$ cat src/rtl/core/hufp_pkg.sv
// Shared types, protocol constants and helpers of the serial HID frame parser.
package hufp_pkg;

    // Frame header bytes.
    localparam logic [7:0] HDR_A = 8'h57;
    localparam logic [7:0] HDR_B = 8'hAB;

    // Opcodes carried in the third frame byte.
    localparam logic [7:0] OP_KEYS  = 8'h01;
    localparam logic [7:0] OP_MREL  = 8'h02;
    localparam logic [7:0] OP_MABS  = 8'h04;
    localparam logic [7:0] OP_STATE = 8'h80;
    localparam logic [7:0] OP_DISC  = 8'h86;
    localparam logic [7:0] OP_VER   = 8'h87;
    localparam logic [7:0] OP_TMO   = 8'h89;

    // State frame decoding.
    localparam logic [7:0] STATE_MASK = 8'h0F;
    localparam logic [7:0] MOUSE_BIT  = 8'h02;

    // Frame lengths and byte positions.
    localparam logic [3:0] FRAME_MAX  = 4'd11;
    localparam logic [3:0] MREL_LEN   = 4'd7;
    localparam logic [3:0] LEN_MABS   = 4'd10;
    localparam logic [3:0] LEN_STATE  = 4'd4;
    localparam logic [3:0] LEN_SHORT  = 4'd3;
    localparam logic [3:0] LEN_NONE   = 4'd0;
    localparam logic [3:0] POS_IDLE   = 4'd0;
    localparam logic [3:0] POS_HDR_B  = 4'd1;
    localparam logic [3:0] POS_OPCODE = 4'd2;
    localparam logic [3:0] POS_BYTE3  = 4'd3;
    localparam logic [3:0] POS_BYTE4  = 4'd4;
    localparam logic [3:0] POS_BYTE5  = 4'd5;
    localparam logic [3:0] POS_BYTE6  = 4'd6;

    // Statistic counter slots.
    localparam int NUM_CNT = 4;
    localparam logic [1:0] CNT_MOUSE = 2'd0;
    localparam logic [1:0] CNT_STATE = 2'd1;
    localparam logic [1:0] CNT_SYNC  = 2'd2;
    localparam logic [1:0] CNT_DISC  = 2'd3;

    // Width of the counter values reported with each result.
    localparam int OUT_CNT_W = 16;

    typedef enum logic [1:0] {
        EV_NONE  = 2'd0,
        EV_MOUSE = 2'd1,
        EV_LINK  = 2'd2
    } t_event_kind;

    typedef struct packed {
        t_event_kind             event_kind;
        logic [7:0]              buttons;
        logic signed [7:0]       delta_x;
        logic signed [7:0]       delta_y;
        logic signed [7:0]       wheel;
        logic                    link_changed;
        logic                    link_active;
        logic                    send_ack;
        logic [OUT_CNT_W-1:0]    mouse_report_total;
        logic [OUT_CNT_W-1:0]    state_frame_total;
        logic [OUT_CNT_W-1:0]    sync_error_total;
        logic [OUT_CNT_W-1:0]    discarded_total;
    } t_result;

    // Total frame length for an opcode; zero marks an unknown opcode.
    function automatic logic [3:0] length_of(input logic [7:0] op);
        logic [3:0] len;
        case (op)
            OP_KEYS:  len = FRAME_MAX;
            OP_MREL:  len = MREL_LEN;
            OP_MABS:  len = LEN_MABS;
            OP_STATE: len = LEN_STATE;
            OP_DISC, OP_VER, OP_TMO: len = LEN_SHORT;
            default:  len = LEN_NONE;
        endcase
        return len;
    endfunction

endpackage

$ cat src/rtl/core/hufp_in_reg.sv
// Input register stage that holds one received byte until the parser takes it.
module hufp_in_reg
    import hufp_pkg::*;
(
    input  logic       i_clk,
    input  logic       i_rst_n,
    input  logic       i_valid,
    output logic       o_stall,
    input  logic [7:0] i_byte,
    output logic       o_valid,
    output logic [7:0] o_byte,
    input  logic       i_take
);

    logic       r_valid;
    logic [7:0] r_byte;
    logic       accept;

    // A new request enters when the register is empty or being drained.
    assign o_stall = r_valid && !i_take;
    assign accept  = i_valid && !o_stall;

    always_ff @(posedge i_clk) begin
        if (!i_rst_n) begin
            r_valid <= 1'b0;
        end else if (accept) begin
            r_valid <= 1'b1;
        end else if (i_take) begin
            r_valid <= 1'b0;
        end
    end

    always_ff @(posedge i_clk) begin
        if (accept) begin
            r_byte <= i_byte;
        end
    end

    assign o_valid = r_valid;
    assign o_byte  = r_byte;

endmodule

$ cat src/rtl/core/hufp_parser.sv
// Frame tracking state, link state, statistics and per-byte result decode.
module hufp_parser
    import hufp_pkg::*;
#(
    parameter int COUNT_WIDTH = 16
)
(
    input  logic       i_clk,
    input  logic       i_rst_n,
    input  logic       i_fire,
    input  logic [7:0] i_byte,
    output logic       o_has_result,
    output t_result    o_result
);

    logic [3:0]             r_held;
    logic [3:0]             r_target;
    logic [7:0]             r_op;
    logic [7:0]             r_pay [4];
    logic                   r_known;
    logic                   r_up;
    logic [COUNT_WIDTH-1:0] r_cnt [NUM_CNT];

    logic [3:0]             n_held;
    logic [3:0]             n_target;
    logic                   n_known;
    logic                   n_up;
    logic [COUNT_WIDTH-1:0] n_cnt [NUM_CNT];

    logic [3:0] len;
    logic       done;
    logic       sync_err;
    logic       store_op;
    logic       store_pay;
    logic [1:0] pay_idx;
    logic [7:0] op;
    logic [7:0] b3, b4, b5, b6;
    logic       cnt_inc [NUM_CNT];
    logic [31:0] cnt_ext [NUM_CNT];

    assign len     = length_of(i_byte);
    assign pay_idx = 2'(r_held - POS_BYTE3);

    // Payload bytes, taking the current byte when it completes the frame.
    assign b3 = (r_held == POS_BYTE3) ? i_byte : r_pay[0];
    assign b4 = (r_held == POS_BYTE4) ? i_byte : r_pay[1];
    assign b5 = (r_held == POS_BYTE5) ? i_byte : r_pay[2];
    assign b6 = (r_held == POS_BYTE6) ? i_byte : r_pay[3];
    assign op = (r_held == POS_OPCODE) ? i_byte : r_op;

    // Header hunt, opcode check and frame length tracking.
    always_comb begin
        n_held    = r_held;
        n_target  = r_target;
        done      = 1'b0;
        sync_err  = 1'b0;
        store_op  = 1'b0;
        store_pay = 1'b0;
        if (r_held == POS_IDLE) begin
            if (i_byte == HDR_A) begin
                n_held = POS_HDR_B;
            end
        end else if (r_held == POS_HDR_B) begin
            if (i_byte == HDR_B) begin
                n_held = POS_OPCODE;
            end else begin
                sync_err = 1'b1;
                n_target = LEN_NONE;
                n_held   = (i_byte == HDR_A) ? POS_HDR_B : POS_IDLE;
            end
        end else if (r_held == POS_OPCODE) begin
            if (len == LEN_NONE) begin
                sync_err = 1'b1;
                n_target = LEN_NONE;
                n_held   = (i_byte == HDR_A) ? POS_HDR_B : POS_IDLE;
            end else begin
                store_op = 1'b1;
                n_held   = POS_BYTE3;
                n_target = len;
                done     = (POS_BYTE3 >= len);
            end
        end else if (r_held < FRAME_MAX) begin
            store_pay = (r_held <= POS_BYTE6);
            n_held    = r_held + 4'd1;
            done      = (n_held >= r_target);
        end else begin
            n_target = LEN_NONE;
            n_held   = (i_byte == HDR_A) ? POS_HDR_B : POS_IDLE;
        end
        if (done) begin
            n_held   = POS_IDLE;
            n_target = LEN_NONE;
        end
    end

    // Frame interpretation: link state, event kind and counter increments.
    always_comb begin
        o_result            = '0;
        o_result.event_kind = EV_NONE;
        n_known             = r_known;
        n_up                = r_up;
        for (int i = 0; i < NUM_CNT; i++) begin
            cnt_inc[i] = 1'b0;
        end
        cnt_inc[CNT_SYNC] = sync_err;
        if (done) begin
            if (op == OP_MREL) begin
                o_result.event_kind   = EV_MOUSE;
                o_result.buttons      = b3;
                o_result.delta_x      = b4;
                o_result.delta_y      = b5;
                o_result.wheel        = b6;
                o_result.link_changed = !r_known || !r_up;
                n_known               = 1'b1;
                n_up                  = 1'b1;
                cnt_inc[CNT_MOUSE]    = 1'b1;
            end else if (op == OP_STATE) begin
                cnt_inc[CNT_STATE] = 1'b1;
                o_result.send_ack  = 1'b1;
                if (((b3 & STATE_MASK) & MOUSE_BIT) != 8'd0) begin
                    // Toggle; an unknown link comes up as connected.
                    o_result.link_changed = 1'b1;
                    o_result.event_kind   = EV_LINK;
                    n_known               = 1'b1;
                    n_up                  = r_known ? !r_up : 1'b1;
                end
            end else if (op == OP_DISC) begin
                cnt_inc[CNT_STATE] = 1'b1;
                if (!r_known || r_up) begin
                    o_result.link_changed = 1'b1;
                    o_result.event_kind   = EV_LINK;
                    n_known               = 1'b1;
                    n_up                  = 1'b0;
                end
            end else begin
                cnt_inc[CNT_DISC] = 1'b1;
            end
        end
        for (int i = 0; i < NUM_CNT; i++) begin
            n_cnt[i]   = r_cnt[i] + COUNT_WIDTH'(cnt_inc[i]);
            cnt_ext[i] = 32'(n_cnt[i]);
        end
        o_result.link_active        = n_up;
        o_result.mouse_report_total = cnt_ext[CNT_MOUSE][OUT_CNT_W-1:0];
        o_result.state_frame_total  = cnt_ext[CNT_STATE][OUT_CNT_W-1:0];
        o_result.sync_error_total   = cnt_ext[CNT_SYNC][OUT_CNT_W-1:0];
        o_result.discarded_total    = cnt_ext[CNT_DISC][OUT_CNT_W-1:0];
    end

    assign o_has_result = done;

    // Control state update.
    always_ff @(posedge i_clk) begin
        if (!i_rst_n) begin
            r_held   <= POS_IDLE;
            r_target <= LEN_NONE;
            r_known  <= 1'b0;
            r_up     <= 1'b0;
            for (int i = 0; i < NUM_CNT; i++) begin
                r_cnt[i] <= '0;
            end
        end else if (i_fire) begin
            r_held   <= n_held;
            r_target <= n_target;
            r_known  <= n_known;
            r_up     <= n_up;
            for (int i = 0; i < NUM_CNT; i++) begin
                r_cnt[i] <= n_cnt[i];
            end
        end
    end

    // Frame bytes that the decode reads later.
    always_ff @(posedge i_clk) begin
        if (!i_rst_n) begin
            r_op <= '0;
            for (int i = 0; i < 4; i++) begin
                r_pay[i] <= '0;
            end
        end else if (i_fire) begin
            if (store_op) begin
                r_op <= i_byte;
            end
            if (store_pay) begin
                r_pay[pay_idx] <= i_byte;
            end
        end
    end

endmodule

$ cat src/rtl/core/hufp_out_reg.sv
// Result register that holds one decoded frame until the receiver takes it.
module hufp_out_reg
    import hufp_pkg::*;
(
    input  logic    i_clk,
    input  logic    i_rst_n,
    input  logic    i_load,
    input  t_result i_result,
    output logic    o_free,
    output logic    o_valid,
    input  logic    i_stall,
    output t_result o_result
);

    logic    r_valid;
    t_result r_result;

    // The register can take a new result when empty or being delivered.
    assign o_free = !r_valid || !i_stall;

    always_ff @(posedge i_clk) begin
        if (!i_rst_n) begin
            r_valid <= 1'b0;
        end else if (o_free) begin
            r_valid <= i_load;
        end
    end

    always_ff @(posedge i_clk) begin
        if (o_free && i_load) begin
            r_result <= i_result;
        end
    end

    assign o_valid  = r_valid;
    assign o_result = r_result;

endmodule

$ cat src/rtl/core/hid_uart_frame_parser.sv
// Top level of the serial HID frame parser.
//
// The input channel takes one received serial byte per request
// (i_in_valid, o_in_stall, i_rx_byte). The parser hunts for the header
// 0x57 0xAB, reads the opcode and collects the rest of the frame. Each
// completed frame gives one result request on the output channel
// (o_out_valid, i_out_stall and the decoded fields with counter values).
// Bytes that do not complete a frame give no result.
// A byte is registered at the input and decoded from that register when the
// output register can take its result; the result is loaded into the output
// register, which raises o_out_valid. One byte per cycle is sustained while
// the receiver does not stall, set by the single decode pass between the
// input and result registers.
// While the receiver stalls a held result, the input register keeps one
// byte and then stalls the sender.
// Synchronous reset clears frame tracking, the link state and all counters;
// both registers come up empty.
module hid_uart_frame_parser
    import hufp_pkg::*;
#(
    parameter int COUNT_WIDTH = 16
)
(
    input  logic                 i_clk,
    input  logic                 i_rst_n,
    input  logic                 i_in_valid,
    output logic                 o_in_stall,
    input  logic [7:0]           i_rx_byte,
    output logic                 o_out_valid,
    input  logic                 i_out_stall,
    output logic [1:0]           o_event_kind,
    output logic [7:0]           o_buttons,
    output logic signed [7:0]    o_delta_x,
    output logic signed [7:0]    o_delta_y,
    output logic signed [7:0]    o_wheel,
    output logic                 o_link_changed,
    output logic                 o_link_active,
    output logic                 o_send_ack,
    output logic [OUT_CNT_W-1:0] o_mouse_report_total,
    output logic [OUT_CNT_W-1:0] o_state_frame_total,
    output logic [OUT_CNT_W-1:0] o_sync_error_total,
    output logic [OUT_CNT_W-1:0] o_discarded_total
);

    logic       in_valid;
    logic [7:0] in_byte;
    logic       out_free;
    logic       fire;
    logic       has_result;
    t_result    dec_result;
    t_result    out_result;

    // A held byte is decoded when the result register can take its result.
    assign fire = in_valid && out_free;

    hufp_in_reg u_in_reg (
        .i_clk   (i_clk),
        .i_rst_n (i_rst_n),
        .i_valid (i_in_valid),
        .o_stall (o_in_stall),
        .i_byte  (i_rx_byte),
        .o_valid (in_valid),
        .o_byte  (in_byte),
        .i_take  (out_free)
    );

    hufp_parser #(
        .COUNT_WIDTH (COUNT_WIDTH)
    ) u_parser (
        .i_clk        (i_clk),
        .i_rst_n      (i_rst_n),
        .i_fire       (fire),
        .i_byte       (in_byte),
        .o_has_result (has_result),
        .o_result     (dec_result)
    );

    hufp_out_reg u_out_reg (
        .i_clk    (i_clk),
        .i_rst_n  (i_rst_n),
        .i_load   (fire && has_result),
        .i_result (dec_result),
        .o_free   (out_free),
        .o_valid  (o_out_valid),
        .i_stall  (i_out_stall),
        .o_result (out_result)
    );

    // Result fields onto the output ports.
    assign o_event_kind         = out_result.event_kind;
    assign o_buttons            = out_result.buttons;
    assign o_delta_x            = out_result.delta_x;
    assign o_delta_y            = out_result.delta_y;
    assign o_wheel              = out_result.wheel;
    assign o_link_changed       = out_result.link_changed;
    assign o_link_active        = out_result.link_active;
    assign o_send_ack           = out_result.send_ack;
    assign o_mouse_report_total = out_result.mouse_report_total;
    assign o_state_frame_total  = out_result.state_frame_total;
    assign o_sync_error_total   = out_result.sync_error_total;
    assign o_discarded_total    = out_result.discarded_total;

endmodule

$ cat config.mk
export PLATFORM = sky130hd
export DESIGN_NAME = hid_uart_frame_parser
export DESIGN_NICKNAME = d
export VERILOG_FILES = /design/src/rtl/core/hufp_pkg.sv /design/src/rtl/core/hufp_in_reg.sv /design/src/rtl/core/hufp_parser.sv /design/src/rtl/core/hufp_out_reg.sv /design/src/rtl/core/hid_uart_frame_parser.sv
export SDC_FILE = /design/constraint.sdc
export NUM_CORES = 1
export LEC_CHECK = 0
export ABC_AREA = 1
export BUFFER_PORTS_ARGS = -buffer_cell sky130_fd_sc_hd__buf_2
export CAP_MARGIN = 20
export CORE_AREA = 3 3 170 172
export DETAILED_ROUTE_END_ITERATION = 7
export DIE_AREA = 0 0 173 175
export PLACE_DENSITY = 0.52
export SETUP_SLACK_MARGIN = 0.15
export SLEW_MARGIN = 20
export SYNTH_ARGS = -nofsm -noshare
export SYNTH_HDL_FRONTEND = slang
export SYNTH_SLANG_ARGS = --single-unit
$ cat constraint.sdc
create_clock -name i_clk -period 8.2 [get_ports i_clk]
set_clock_uncertainty 0.2 [all_clocks]
set_input_delay 1.23 -clock i_clk [delete_from_list [all_inputs] [get_ports i_clk]]
set_output_delay 1.23 -clock i_clk [all_outputs]
set_load 0.01 [all_outputs]
==> metrics.md, run 1 <==
| Metric | Value |
|---|---|
| Crit Path Max Fanout | `20` |
| Starting Density | `0.377` |
| Largest net degree at the start of global routing | `65` |
| Number of enable flip-flop cells after synthesis | `approximately 210` |
| Total Routing Usage GR | `0.155` |
| Post-synthesis mux area share | `0` |
| Slew @ Worst Pin | `a little under 0.9 ns` |
| Antenna violations before repair | `0` |
| Worst slew margin | `0.408` |
| CP startpoint kind | `register` |
| Post-synth cell types | `36` |
| Largest family of logic cells by synthesized area | `simple AND/OR/NAND/NOR gates` |
| Crit share post-route | `0.576` |
| Total negative slack | `0 ns` |
| Final setup violation count | `0` |
| Area growth syn-to-layout | `15.9%` |
| Routed via count | `roughly 7400` |
| GP Congestion | `between 0.9 and 1` |
| Adder-cell share of the synthesized area | `0.0204` |
| RSZ-0062 raised after global routing | `false` |
| # IOs | `around 120` |
| Setup CP Type | `register to register` |
| Sinks on Clock Net | `about 230` |
| Vias in the first global route | `about 7000` |
| Max Root-Sink Buffers | `3` |
| Data arrival, critical path | `4.75 ns` |
| Status | `finished, final reports clean` |
| NumNets Final | `1189` |
| Area of the multi-input gates | `~3200 um2` |
| Slowest CP cell | `ha_1` |
| Top_reg_cell synth | `edfxtp_1` |
| Hold Path Class | `register to register` |
| Die Span Y | `~180 um` |
| Full die area | `30300 um2` |
| Max-slew violations | `0` |
| # Post-CTS Setup Buffers | `0` |
| Skew-Pair Late Insertion Delay | `approximately 0.52 ns` |
| Complex-gate fraction of the synthesized area | `0.0434` |
| Async SR Flop Fraction | `0` |
| F_max | `212 MHz` |
| Minimum clock period | `approximately 4.7 ns` |
| Synth Area in Simple Gates | `0.215` |
| Share of layout cells above drive strength 1 | `0.154` |
| N_diodes | `0` |
| Post-synthesis sequential area ratio | `0.630` |
| CP required | `8.23 ns` |
| DR vias/cell | `4.74` |
| FILL cells | `approximately 2700` |
| Max rail drop VDD | `0.121 mV` |
| # rows | `slightly above 60` |
| Post-synthesis net count | `1076` |
| Drt first pass iters | `5` |
| Initial DRC count | `about 500` |
| Grt ovf | `0` |
| Critical Path Max Stage Delay | `roughly 0.66 ns` |
| CTS Buf Count | `25` |
| CTS tree | `done` |
| Final Hold Vio Count | `0` |
| Post-cts sizing count | `0` |
| Final ANT Viol Nets | `0` |
| # port buffers | `114` |
| CP cell instances | `inv_1, ha_1, nand2_2, inv_1, nand3_1, nand2_1, nand2_2, nor2_1, inv_1, a21oi_1, ha_1, nand2_1, nor3_1, nand3_1, nor3_1, nand4_1, nor2_1, nor3_1` |
| Cts hold-fix bufs | `0` |
| Share of the synthesized area in the top cell type | `0.591` |
| Total leakage power | `just over 5 nW` |
| P per Cell Area | `around 200 nW/um2` |
| Cell taking the most area after synthesis | `edfxtp_1` |
| Register area | `between 6000 and 7000 um2` |
| Core area | `roughly 28000 um2` |
| Drt total wl | `between 20000 and 25000 um` |
| Area contributors post-synth | `edfxtp_1, nand2_1, nor2_1` |
| Post-Place Cell Area | `approximately 11000 um2` |
| Post-synth design cell area | `10400 um2` |
| Cell count after synthesis | `around 1000` |
| Cell family with most CP delay | `simple AND/OR/NAND/NOR gates` |
| Post-DP HPWL | `approximately 17000 um` |
| Number of synthesized register bits | `roughly 230` |
| # H-tree levels | `1` |
| Synth Area in XOR/XNOR | `0.0235` |
| Max-Cap Viols | `0` |
| First-pass GRT wire length | `between 30000 and 40000 um` |
| Avg WL per Cell | `approximately 15 um` |
| CP endpoint kind | `register` |
| DR DRC count | `0` |
| Synth Area per Inst | `9.95 um2` |
| Buf/Inv on CP | `3` |
| Synth warn | `0` |
| Final instance area | `roughly 12000 um2` |
| Root Driver | `clkbuf_16` |
| Die width | `about 170 um` |
| CTS clk-pin slew, worst paths | `around 0.06 ns` |
==> layer usage <==
| metal | vias to the layer above | GRT usage | wire [um] |
|---|---|---|---|
| li1 | 3731 | - | - |
| met2 | 199 | 0.251 | 11100 |
| met5 | - | 0 | 0 |
| met1 | 3407 | 0.215 | 11000 |
| met3 | 26 | 0.0278 | 1350 |
| met4 | 0 | 0.0429 | 393 |
==> kinds of logic after synthesis <==
logic type	Yosys count
adders and majority gates	17
xor gates and xnor gates	28
and+or+nand+nor	511
buffers and inverters	178
DFF	225
AOI/OAI and AO/OA	88
==> flip-flops by register name, indices dropped and copies added, names as in the netlist <==
name                flops
u_parser.r_known        1
u_in_reg.o_valid        1
u_out_reg.o_valid       1
u_parser.r_pay         32
u_parser.r_op           8
u_parser.r_target       4
u_parser.r_up           1
u_in_reg.o_byte         8
u_parser.r_held         4
u_parser.r_cnt         64
u_out_reg.o_result    101
==> cell type report <==
class | count | area share
repair buffers | 119 | 0.0504
clock inverters | 9 | 0.00611
inverters | 145 | 0.0451
well taps | 378 | 0.0392
multi-input cells | 644 | 0.262
flip-flops and latches | 225 | 0.543
clock buffers | 33 | 0.0543
==> worst reg2reg max path, stage by stage, from the launching register on <==
cell	delay (ns)
dfxtp_1	0.45
inv_1	0.27
ha_1	0.66
nand2_2	0.35
inv_1	0.19
nand3_1	0.10
nand2_1	0.09
nand2_2	0.14
nor2_1	0.22
inv_1	0.09
a21oi_1	0.19
ha_1	0.18
nand2_1	0.07
nor3_1	0.39
nand3_1	0.20
nor3_1	0.31
nand4_1	0.13
nor2_1	0.16
nor3_1	0.06
==> cells in the final DEF, fill, tap and decap left out, types with 17 or more instances in the layout <==
master,netlist,final
nor3_1,27,27
a21oi_1,64,64
xor2_1,22,22
buf_2,10,114
dfxtp_1,20,19
inv_1,139,139
edfxtp_1,205,205
nand2_1,201,200
ha_1,17,17
nor2_1,153,152
o21ai_0,18,18
nand4_1,34,34
clkbuf_16,0,25
nand3_1,59,59
==> path summary, 6_finish.rpt <==
kind | end | slack, ns | start | cells after the start
max | u_parser.r_cnt[1][12] | 3.47 | u_parser.r_held[0] | 18
min | u_parser.r_op[4] | 0.25 | u_parser.r_op[4] | 2
max reg2reg | u_parser.r_cnt[1][12] | 3.47 | u_parser.r_held[0] | 18
min reg2reg | u_parser.r_op[4] | 0.25 | u_parser.r_op[4] | 2
==> power by group <==
group / internal (mW) / total, mW / switching, mW
clock: 0.589 / 1.02 / 0.427
combinational: 0.0222 / 0.0829 / 0.0607
sequential: 1.28 / 1.31 / 0.0283
total: 1.89 / 2.41 / 0.516
==> Yosys cell counts (all sizes together), types with 8 or more instances <==
master	n
clkbuf	19
edfxtp	205
xor2	22
dfxtp	20
nor4	8
nor3	27
nor2	158
ha	17
buf	14
o21ai	19
nand4	34
nand3	59
nand2	209
a21oi	64
or2	10
inv	144
==> metrics by stage <==
step                setup WS [ns]   util  hold WS (ns)  total power, mW  std cells
finish                       3.47  0.437         0.253             2.41       1553
global route                 2.89  0.437         0.281             2.50       1553
CTS                          3.39  0.437         0.257             2.44       1553
detailed placement           3.41  0.411         0.247             1.41       1511
global placement             3.56  0.411         0.244             1.41       1511
floorplan                    1.34      -         0.230             1.38       1047
No activity file was read; power rests on OpenSTA's default activity.
==> run 2: changes to the inputs <==
==> constraint.sdc (replaced) <==
create_clock -name i_clk -period 4.9 [get_ports i_clk]
set_clock_uncertainty 0.2 [all_clocks]
set_input_delay 0.735 -clock i_clk [delete_from_list [all_inputs] [get_ports i_clk]]
set_output_delay 0.735 -clock i_clk [all_outputs]
set_load 0.01 [all_outputs]
==> metrics.md, run 2 (synthesis gave the netlist of run 1 again) <==
| Metric | Value |
|---|---|
| Status | `finished, final reports clean` |
| Area of the multi-input gates | `3170 um2 (+0.32%)` |
| Share of total power in the clock network | `0.465 (+0.043)` |
| Final setup violation count | `0 (unchanged)` |
| Avg WL per Cell | `15.2 um (-1.4%)` |
| # IOs | `115 (unchanged)` |
| Max-Cap Viols | `0 (unchanged)` |
| Full die area | `30300 um2 (unchanged)` |
| Max-slew violations | `0 (unchanged)` |
| Register area | `6560 um2 (unchanged)` |
| Starting Density | `0.377 (unchanged)` |
| Most frequent cells in the layout | `edfxtp_1, nand2_1, nor2_1, inv_1, buf_2` |
| NetSw | `0.926 mW (+80%)` |
| Slew @ Worst Pin | `0.801 ns (-0.0864 ns)` |
| Grt ovf | `0 (unchanged)` |
| Max Root-Sink Buffers | `3 (unchanged)` |
| # Post-CTS Setup Buffers | `0 (unchanged)` |
| Setup CP Type | `register to register` |
| Skew-Pair Late Insertion Delay | `0.54 ns (+0.02 ns)` |
| Vias in the first global route | `7136 (+1.5%)` |
| N_diodes | `0 (unchanged)` |
| GP Congestion | `0.811 (-12%)` |
| Data arrival, critical path | `4.32 ns (-0.43 ns)` |
| Drt total wl | `23800 um (-0.23%)` |
| Sinks on Clock Net | `225 (unchanged)` |
| CTS tree | `done` |
| Max rail drop VDD | `0.250 mV (+110%)` |
| Area growth syn-to-layout | `18.5%` |
| Hold Path Class | `primary input to register` |
| Minimum clock period | `4.26 ns (-0.471 ns)` |
| # H-tree levels | `1 (unchanged)` |
| CP required | `4.97 ns (-3.26 ns)` |
| Sequential share of power | `0.502 (-0.041)` |
| Max reg flops | `101 (unchanged)` |
| Net Sw Frac | `0.213 (-0.00167)` |
| CTS Buf Count | `27 (+8.0%)` |
| Post-DP HPWL | `16300 um (-1.1%)` |
| FILL cells | `2712 (+0.52%)` |
| Total leakage power | `5.23 nW (+2.8%)` |
| CP endpoint kind | `register` |
| CP startpoint kind | `register` |
| Total negative slack | `0 ns (unchanged)` |
| First-pass GRT wire length | `38100 um (+0.95%)` |
| NumNets Final | `1201 (+1.0%)` |
| Root Driver | `clkbuf_16` |
| DR DRC count | `0 (unchanged)` |
| Worst slew margin | `0.464 (+0.0557)` |
| Antenna violations before repair | `0 (unchanged)` |
| DR vias/cell | `4.79 (+1.1%)` |
| Internal cell power | `3.43 mW (+81%)` |
| Routed via count | `7532 (+2.3%)` |
| Total Routing Usage GR | `0.156 (+0.000911)` |
| Power, Total | `4.35 mW (+81%)` |
| P per Cell Area | `353 nW/um2 (+77%)` |
| Final Hold Vio Count | `0 (unchanged)` |
| Initial DRC count | `569 (+14%)` |
| Core area | `27600 um2 (unchanged)` |
| Largest net degree at the start of global routing | `58 (-11%)` |
| F_max | `235 MHz (+11%)` |
| # rows | `61 (unchanged)` |
| Final ANT Viol Nets | `0 (unchanged)` |
| # port buffers | `114 (unchanged)` |
| Combinational power share | `0.033 (about the same)` |
| RSZ-0062 raised after global routing | `false` |
| CTS clk-pin slew, worst paths | `0.05 ns (about the same)` |
| Commonest non-fill, non-tap cell in the layout | `edfxtp_1` |
| Drt first pass iters | `5 (unchanged)` |
| Share of layout cells above drive strength 1 | `0.172 (+0.0178)` |
| Crit Path Max Fanout | `9 (-55%)` |
| Crit share post-route | `0.869 (+0.292)` |
| Die width | `173 um (unchanged)` |
| Die Span Y | `175 um (unchanged)` |
==> run 2: area by class of cell <==
class	instances	share of cell area
inverter	145	0.0441
timing repair buffer	129	0.0553
clock buffer	31	0.0576
multi-input combinational	644	0.257
sequential	225	0.531
tap	378	0.0383
clock inverter	19	0.0164
==> run 2: final timing paths <==
path                                    startpoint               endpoint  slack, ns  cells past startpoint
worst max-delay path            u_parser.r_held[0]  u_parser.r_cnt[3][14]       0.64                     25
worst min-delay path                  i_rx_byte[6]     u_in_reg.o_byte[6]       0.19                      1
worst max register to register  u_parser.r_held[0]  u_parser.r_cnt[3][14]       0.64                     25
worst min register to register    u_parser.r_op[5]       u_parser.r_op[5]       0.26                      2
==> run 2: metal layers <==
metal / track usage / routed length [um]
met3: 0.0306 / 1330
met2: 0.253 / 11000
met4: 0.0389 / 476
met5: 0 / 0
met1: 0.216 / 11000
==> run 2: metrics by stage <==
step	instances	hold slack [ns]	setup slack (ns)	instance area [um2]	util
after floorplan	1047	0.230	0.916	10400	-
after global placement	1521	0.245	0.514	11400	0.413
after detailed placement	1521	0.249	0.365	11400	0.413
after CTS	1571	0.163	0.360	12300	0.446
after global routing	1571	0.168	0.201	12300	0.447
final	1571	0.187	0.644	12300	0.447
==> run 2: critical path, cell delays in order, from the launching register on <==
cell	delay (ns)
dfxtp_2	0.44
inv_1	0.17
ha_1	0.45
ha_1	0.35
nand2_1	0.05
nand2_1	0.05
nand2_1	0.04
nand3_1	0.06
nand2_1	0.05
nand2_1	0.06
nand2_2	0.14
nor2_1	0.26
inv_1	0.11
nor2_1	0.11
ha_1	0.18
ha_1	0.19
nand3_1	0.10
nor2_1	0.17
nand2_1	0.13
nor2_1	0.10
nand2_1	0.09
nor2_1	0.16
nand2_1	0.08
xor2_1	0.15
inv_1	0.05
nor2_1	0.03
==> run 2: power groups by stage <==
stage	clock (mW)	combinational, mW	sequential (mW)
floorplan	0	0.106	2.20
global placement	0	0.143	2.23
detailed placement	0	0.144	2.23
CTS	2.09	0.145	2.19
global route	2.16	0.165	2.19
finish	2.02	0.143	2.19
==> run 2: timing repair <==
item,CTS,global route
gates resized for setup,0,3
endpoints found under the hold margin,0,0
hold buffers,0,0
setup endpoints to repair,0,14
